[src/plid_pkg.sv]
// Package: shared types and constants for the positional list unit.
`default_nettype none
package plid_pkg;

    localparam int DEPTH_DEF   = 16;
    localparam int MAX_RESULTS = 16;
    localparam int WORD_W      = 32;
    localparam int POS_W       = 5;
    localparam int LEN_W       = 5;

    typedef enum logic [1:0] {
        OP_INSERT = 2'd0,
        OP_DELETE = 2'd1,
        OP_DUMP   = 2'd2,
        OP_NOP    = 2'd3
    } opcode_t;

    typedef enum logic [1:0] {
        STAT_OK    = 2'd0,
        STAT_RANGE = 2'd1,
        STAT_FULL  = 2'd2,
        STAT_EMPTY = 2'd3
    } status_t;

    typedef enum logic {
        S_IDLE = 1'b0,
        S_DUMP = 1'b1
    } state_t;

    typedef enum logic [1:0] {
        CELL_HOLD      = 2'd0,
        CELL_LOAD      = 2'd1,
        CELL_FROM_PREV = 2'd2,
        CELL_FROM_NEXT = 2'd3
    } cell_cmd_t;

    typedef struct packed {
        cell_cmd_t          cmd;
        logic [WORD_W-1:0]  load;
    } cell_ctrl_t;

endpackage
`default_nettype wire

[src/plid_cell.sv]
// Module: one storage cell of the shifting list chain.
`default_nettype none
module plid_cell (
    input  wire logic                       clk,
    input  wire plid_pkg::cell_ctrl_t       ctrl,
    input  wire logic [plid_pkg::WORD_W-1:0] prev,
    input  wire logic [plid_pkg::WORD_W-1:0] next,
    output logic      [plid_pkg::WORD_W-1:0] q
);
    import plid_pkg::*;

    logic [WORD_W-1:0] data_reg;
    logic [WORD_W-1:0] data_next;

    always_comb
    begin
        case (ctrl.cmd)
            CELL_HOLD:      data_next = data_reg;
            CELL_LOAD:      data_next = ctrl.load;
            CELL_FROM_PREV: data_next = prev;
            CELL_FROM_NEXT: data_next = next;
            default:        data_next = data_reg;
        endcase
    end

    always_ff @(posedge clk)
    begin
        data_reg <= data_next;
    end

    assign q = data_reg;

endmodule
`default_nettype wire

[src/positional_list_insert_delete_unit.sv]
// Module: top level of the positional list insert/delete unit.
// Insert and delete shift the chain of cells in place, and the single result word appears on
// the outputs, marked by done, in the cycle after start was taken; a new command can be taken
// in every cycle while busy is low. A dump of a list of N elements keeps busy high while the
// chain rotates one cell toward the head per cycle, emitting one word per cycle from head to
// tail (at most sixteen, the last marked by last), registered from the head cell; when the
// dump ends the list is back in its original order. An empty dump gives one word with the
// empty status. Results cannot be held off: each word is valid for one cycle.
`default_nettype none
module positional_list_insert_delete_unit #(
    parameter int DEPTH = plid_pkg::DEPTH_DEF
) (
    input  wire logic                        clk,
    input  wire logic                        rst_n,
    input  wire logic                        start,
    output logic                             busy,
    input  wire logic [1:0]                  opcode,
    input  wire logic [plid_pkg::POS_W-1:0]  position,
    input  wire logic [plid_pkg::WORD_W-1:0] value,
    output logic                             done,
    output logic [1:0]                       status,
    output logic [plid_pkg::WORD_W-1:0]      element,
    output logic [plid_pkg::LEN_W-1:0]       length,
    output logic                             last
);
    import plid_pkg::*;

    localparam int LW = $clog2(DEPTH + 1);
    localparam int CW = ((LW > POS_W) ? LW : POS_W) + 1;
    localparam int NMAX = (DEPTH < MAX_RESULTS) ? DEPTH : MAX_RESULTS;

    state_t            state_reg, state_next;
    logic [LW-1:0]     len_reg, len_next;
    logic [LW-1:0]     cnt_reg, cnt_next;
    logic              done_reg, done_next;
    status_t           status_reg, status_next;
    logic [WORD_W-1:0] element_reg, element_next;
    logic [LEN_W-1:0]  length_reg, length_next;
    logic              last_reg, last_next;

    logic              accept;
    logic              ins_ok, del_ok;
    logic              do_ins, do_del, do_rot;
    logic [CW-1:0]     len_x, pos_x, cnt_x, dump_n;
    logic [CW-1:0]     len_res;
    logic [WORD_W-1:0] load_bus;
    logic [WORD_W-1:0] q [DEPTH];

    assign accept = start && (state_reg == S_IDLE);
    assign busy   = (state_reg == S_DUMP);
    assign len_x  = CW'(len_reg);
    assign pos_x  = CW'(position);
    assign cnt_x  = CW'(cnt_reg);
    assign dump_n = (len_x > CW'(NMAX)) ? CW'(NMAX) : len_x;

    assign ins_ok = (len_x < CW'(DEPTH)) && (pos_x != '0) && (pos_x <= len_x + CW'(1));
    assign del_ok = (pos_x != '0) && (pos_x <= len_x);
    assign do_ins = accept && (opcode_t'(opcode) == OP_INSERT) && ins_ok;
    assign do_del = accept && (opcode_t'(opcode) == OP_DELETE) && del_ok;
    assign do_rot = busy;
    assign load_bus = do_rot ? q[0] : value;

    // chain of cells
    for (genvar i = 0; i < DEPTH; i++)
    begin : g_cell
        localparam logic [CW-1:0] IDX = CW'(i);
        cell_ctrl_t        ctrl;
        logic [WORD_W-1:0] prev_d, next_d;

        always_comb
        begin
            ctrl.load = load_bus;
            ctrl.cmd  = CELL_HOLD;
            if (do_ins)
            begin
                if (IDX == pos_x - CW'(1))
                    ctrl.cmd = CELL_LOAD;
                else if ((IDX > pos_x - CW'(1)) && (IDX <= len_x))
                    ctrl.cmd = CELL_FROM_PREV;
            end
            else if (do_del)
            begin
                if ((IDX >= pos_x - CW'(1)) && (IDX + CW'(1) < len_x))
                    ctrl.cmd = CELL_FROM_NEXT;
            end
            else if (do_rot)
            begin
                if (IDX + CW'(1) < len_x)
                    ctrl.cmd = CELL_FROM_NEXT;
                else if (IDX + CW'(1) == len_x)
                    ctrl.cmd = CELL_LOAD;
            end
        end

        if (i == 0)
        begin : g_head
            assign prev_d = load_bus;
        end
        else
        begin : g_body
            assign prev_d = q[i-1];
        end

        if (i == DEPTH - 1)
        begin : g_tail
            assign next_d = q[0];
        end
        else
        begin : g_inner
            assign next_d = q[i+1];
        end

        plid_cell u_cell (
            .clk  (clk),
            .ctrl (ctrl),
            .prev (prev_d),
            .next (next_d),
            .q    (q[i])
        );
    end

    always_comb
    begin
        state_next   = state_reg;
        len_next     = len_reg;
        cnt_next     = cnt_reg;
        done_next    = 1'b0;
        status_next  = STAT_OK;
        element_next = '0;
        last_next    = 1'b1;
        len_res      = len_x;

        case (state_reg)
            S_IDLE:
            begin
                if (accept)
                begin
                    done_next = 1'b1;
                    case (opcode_t'(opcode))
                        OP_INSERT:
                        begin
                            if (len_x >= CW'(DEPTH))
                                status_next = STAT_FULL;
                            else if (!ins_ok)
                                status_next = STAT_RANGE;
                            else
                                len_res = len_x + CW'(1);
                        end
                        OP_DELETE:
                        begin
                            if (!del_ok)
                                status_next = STAT_RANGE;
                            else
                                len_res = len_x - CW'(1);
                        end
                        OP_DUMP:
                        begin
                            if (len_reg == '0)
                                status_next = STAT_EMPTY;
                            else
                            begin
                                done_next  = 1'b0;
                                state_next = S_DUMP;
                                cnt_next   = '0;
                            end
                        end
                        default:
                        begin
                            status_next = STAT_OK;
                        end
                    endcase
                    len_next = LW'(len_res);
                end
            end
            S_DUMP:
            begin
                done_next    = (cnt_x < CW'(MAX_RESULTS));
                element_next = q[0];
                last_next    = (cnt_x + CW'(1) == dump_n);
                cnt_next     = cnt_reg + LW'(1);
                if (cnt_x + CW'(1) == len_x)
                    state_next = S_IDLE;
            end
            default:
            begin
                state_next = S_IDLE;
            end
        endcase
        length_next = LEN_W'(len_res);
    end

    always_ff @(posedge clk or negedge rst_n)
    begin
        if (!rst_n)
        begin
            state_reg <= S_IDLE;
            len_reg   <= '0;
            cnt_reg   <= '0;
            done_reg  <= 1'b0;
        end
        else
        begin
            state_reg <= state_next;
            len_reg   <= len_next;
            cnt_reg   <= cnt_next;
            done_reg  <= done_next;
        end
    end

    always_ff @(posedge clk)
    begin
        status_reg  <= status_next;
        element_reg <= element_next;
        length_reg  <= length_next;
        last_reg    <= last_next;
    end

    assign done    = done_reg;
    assign status  = status_reg;
    assign element = element_reg;
    assign length  = length_reg;
    assign last    = last_reg;

`ifndef SYNTH
    a_edit_word: assert property (@(posedge clk) disable iff (!rst_n)
        (accept && (opcode_t'(opcode) != OP_DUMP)) |=> (done && last))
        else $error("edit did not produce a result word");

    a_dump_nonempty: assert property (@(posedge clk) disable iff (!rst_n)
        busy |-> (len_reg != '0))
        else $error("dump running on empty list");

    a_dump_end: assert property (@(posedge clk) disable iff (!rst_n)
        (busy && (cnt_x + CW'(1) == len_x) && (len_x <= CW'(MAX_RESULTS)))
        |=> (!busy && done && last))
        else $error("dump did not end with a last word");
`endif

endmodule
`default_nettype wire

[config.mk]
export PLATFORM = sky130hd
export DESIGN_NAME = positional_list_insert_delete_unit
export DESIGN_NICKNAME = d
export VERILOG_FILES = /design/src/plid_pkg.sv /design/src/plid_cell.sv /design/src/positional_list_insert_delete_unit.sv
export SDC_FILE = /design/constraint.sdc
export NUM_CORES = 1
export LEC_CHECK = 0
export BUFFER_PORTS_ARGS = -buffer_cell sky130_fd_sc_hd__buf_4
export CAP_MARGIN = 20
export CORE_MARGIN = 2
export CORE_UTILIZATION = 50
export CTS_CLUSTER_DIAMETER = 50
export DETAILED_ROUTE_END_ITERATION = 7
export GPL_TIMING_DRIVEN = 0
export MAX_ROUTING_LAYER = met4
export PLACE_DENSITY = 0.74
export SYNTH_ARGS = -nofsm -noshare
export SYNTH_HDL_FRONTEND = slang
export SYNTH_HIERARCHICAL = 1
export SYNTH_SLANG_ARGS = --single-unit
[constraint.sdc]
create_clock -name clk -period 4.3 [get_ports clk]
set_input_delay 0.86 -clock clk [delete_from_list [all_inputs] [get_ports clk]]
set_output_delay 0.86 -clock clk [all_outputs]
set_load 0.02 [all_outputs]
==> results.ini <==
[power_and_ir_drop]
part_of_the_power_in_the_clock_network_pct = 14.8
power.share.sequential_pct = 32.5
swShare_pct = 43.26
power_density_mw_per_mm2 = 1029
cell_internal_pwr_mw = 20.80
leakage_nw = 15.60
logic_gate_share_of_total_power_pct = 52.6
switching_power_mw = 15.86
irDropWorstVdd_mv = 0.6709

[floorplan]
num_io_pins = 84
die_area_mm2 = 0.06353
fp.dieH_um = 252.1
row_count = 90
starting_density_pct = 50.78
chipWidth_um = 252.1
core_area_mm2 = 0.06058

[global_routing]
grt_first_pass_wirelength_um = 153800
grt_overflow_total = 0
antenna_found_initial = 2
grt_util_all_layers_pct = 33.47
grt_max_degree = 18
grt_pass1_vias = 23680

[routing]
vias_per_cell = 6.406
postRouteAntennaNets = 0
wire_per_inst_um = 27.62
detail_route.iter0.violations = 3311
vias = 24370
drt_drc_violations_left = 0
drt_pass1_iterations = 6
routed_wirelength_um = 105100

[cts]
cts_inserted_buffers = 60
clkSinkCount = 564
htree_levels = 2
cts.clk_slew.worst_paths_ns = 0.06
root_buffer = sky130_fd_sc_hd__clkbuf_16
cts_tree = done
clk_path_buf_depth = 3
insertion_delay_ns = 0.64

[sta]
worst_pin_slew_ns = 0.9728
final.setup.tns_ns = 0
clock_skew_ns = 0.02364
finalHoldViolCount = 0
maxSlewViolCount = 0
post-route-period-util_pct = 98.18
timing.slew.headroom_pct = 35.15
final.min_clock_period_ns = 4.222
setup_violations = 0
fmax_ghz = 0.2369

[setup_path]
required_ns = 4.66
largest_fanout_on_the_critical_path = 11
end_kind = flip-flop
startpoint_kind_of_the_worst_setup_timing_path = flip-flop
cp.arrival_ns = 4.58
critPathKind = reg -> reg

[synth]
yosysWarningCount = 6
syn_inst = 2756
yosysSeqAreaShare_pct = 53.55
ys_ff_latch = 564
synth.cell_area_mm2 = 0.03077
synth.lib_cells_used.distinct = 76
synth_area_per_cell_um2 = 11.16
synth-edff-count = 512
number_of_nets_produced_by_synthesis = 2817
postSynth.asyncResetShare_pct = 2.128
dominantRegCellSynth = sky130_fd_sc_hd__edfxtp_1

[worst_hold_path]
min-delay-path-class = in -> async

[place]
dpl.hpwl_um = 67240
port_buffers = 83
place.detailed.instances = 3623
globalplace.congestion = 0.9511

[final_layout]
finish.cell_count_without_fillers = 3804
final.fill_count = 4971
design.final.nets = 3028
largest_reg_flops = 512
drive_above_1_share_pct = 15.41
layout.cells.most_common = sky130_fd_sc_hd__a21oi_1
areaGrowthSynthToFinish_pct = 15.82
most-common-layout-cells = sky130_fd_sc_hd__a21oi_1 (543), sky130_fd_sc_hd__nor2_1 (538), sky130_fd_sc_hd__mux2i_1 (514)

[flow_run]
max_cap_violations = 0

[outcome]
run_status = completed

==> metal layers <==
layer,global-route usage [%],vias to the layer above,wire length (um)
li1,-,10510,-
met1,42.38,11770,39620
met2,50.48,1787,46630
met3,10.27,307,14380
met4,12.87,0,4426
met5,-,-,0
==> synth_stat cells, drive strengths merged (11+ instances only) <==
| cell | number | area [um^2] |
|---|---|---|
| o21ai | 33 | 165.2 |
| clkbuf | 74 | 277.8 |
| a21oi | 544 | 2723 |
| inv | 12 | 45.04 |
| dfxtp | 40 | 800.8 |
| or2 | 19 | 118.9 |
| o211ai | 11 | 87.58 |
| a21o | 39 | 292.8 |
| nand2 | 51 | 191.4 |
| nor3 | 13 | 70.07 |
| nand3 | 19 | 95.09 |
| buf | 143 | 1578 |
| and2 | 35 | 219.0 |
| ha | 19 | 237.7 |
| dfrtp | 12 | 300.3 |
| edfxtp | 512 | 15370 |
| nor2 | 541 | 2031 |
| mux2i | 515 | 5155 |
| xnor2 | 17 | 148.9 |
==> area by class of cell <==
| class | count | area (um^2) | area share (%) |
|---|---|---|---|
| Clock buffer | 78 | 1693 | 4.751 |
| Sequential cell | 564 | 16480 | 46.24 |
| Multi-Input combinational cell | 1979 | 12660 | 35.52 |
| Clock inverter | 34 | 375.4 | 1.053 |
| Antenna cell | 5 | 12.51 | 0.03511 |
| Buffer | 216 | 1969 | 5.527 |
| Tap cell | 782 | 978.4 | 2.746 |
| Timing Repair Buffer | 134 | 1416 | 3.975 |
| Inverter | 12 | 52.55 | 0.1475 |
==> final timing paths <==
| kind | from | endpoint | slack, ns | cells after the start |
|---|---|---|---|---|
| worst min register to register | cnt_reg[4] | done | 0.58 | 1 |
| min in group clk | start | status[1] | 0.53 | 3 |
| worst max register to register | len_reg[0] | g_cell[12].u_cell/q[26] | 0.08 | 16 |
| worst min-delay path | rst_n | cnt_reg[2] | 0.06 | 1 |
| worst max-delay path | len_reg[0] | g_cell[12].u_cell/q[26] | 0.08 | 16 |
| max in group asynchronous | rst_n | len_reg[4] | 4.07 | 1 |
==> stage by stage <==
| stage | setup slack (ns) | hold slack, ns | util, % | total power, mW | instance area (um^2) |
|---|---|---|---|---|---|
| 3_3_place_gp | -1.167 | 0.5554 | 53.43 | 28.98 | 32370 |
| 6_report | 0.07840 | 0.05898 | 58.82 | 36.66 | 35630 |
| 4_1_cts | 0.0002829 | 0.05071 | 58.25 | 35.71 | 35290 |
| 2_1_floorplan | 0.2769 | 0.4957 | - | 23.78 | 30770 |
| 3_5_place_dp | -1.160 | 0.5498 | 53.50 | 29.72 | 32410 |
| 5_1_grt | -0.01647 | 0.05946 | 58.81 | 37.97 | 35630 |
==> cells by family (layout without fill, tap and decap cells) <==
kind of cell,after synthesis,count (layout),synth area share (%)
AO/OA/AOI/OAI,685,685,12.20
XOR/XNOR,19,19,0.5409
adder cells (fa/ha/maj),19,19,0.7727
buffers and inverters,229,474,6.178
flip-flops,564,564,53.55
multiplexers,516,516,16.79
other,0,5,0
AND/OR/NAND/NOR,724,740,9.964
==> what timing repair did <==
action                     CTS  global route
cloned                      16             0
gates resized for setup     81            50
hold buffers                 0             0
setup endpoints to repair  977          1010
pin swaps                   15             6
buffers inserted            31            17
==> power by group through the flow <==
stage | clock [mW] | combinational (mW) | sequential, mW
detailed placement | 0 | 17.8 | 12.0
global placement | 0 | 17.1 | 11.8
floorplan | 0 | 12.5 | 11.3
global route | 5.68 | 20.1 | 12.1
CTS | 5.47 | 18.4 | 11.9
finish | 5.44 | 19.3 | 11.9
==> worst max-delay path, stage by stage, from the launching register on <==
cell and delay [ns]:
sky130_fd_sc_hd__dfrtp_2 0.42, sky130_fd_sc_hd__clkbuf_4 0.24, sky130_fd_sc_hd__clkinvlp_4 0.21, sky130_fd_sc_hd__buf_4 0.19
sky130_fd_sc_hd__ha_1 0.28, sky130_fd_sc_hd__inv_1 0.06, sky130_fd_sc_hd__ha_1 0.28, sky130_fd_sc_hd__nor2b_1 0.13
sky130_fd_sc_hd__o211ai_1 0.26, sky130_fd_sc_hd__a21oi_4 0.16, sky130_fd_sc_hd__or2_1 0.26, sky130_fd_sc_hd__buf_6 0.15
sky130_fd_sc_hd__or3_1 0.38, sky130_fd_sc_hd__o211ai_2 0.19, sky130_fd_sc_hd__buf_6 0.27, sky130_fd_sc_hd__buf_2 0.33
sky130_fd_sc_hd__a21oi_1 0.13
No activity file was read; power rests on OpenSTA's default activity.
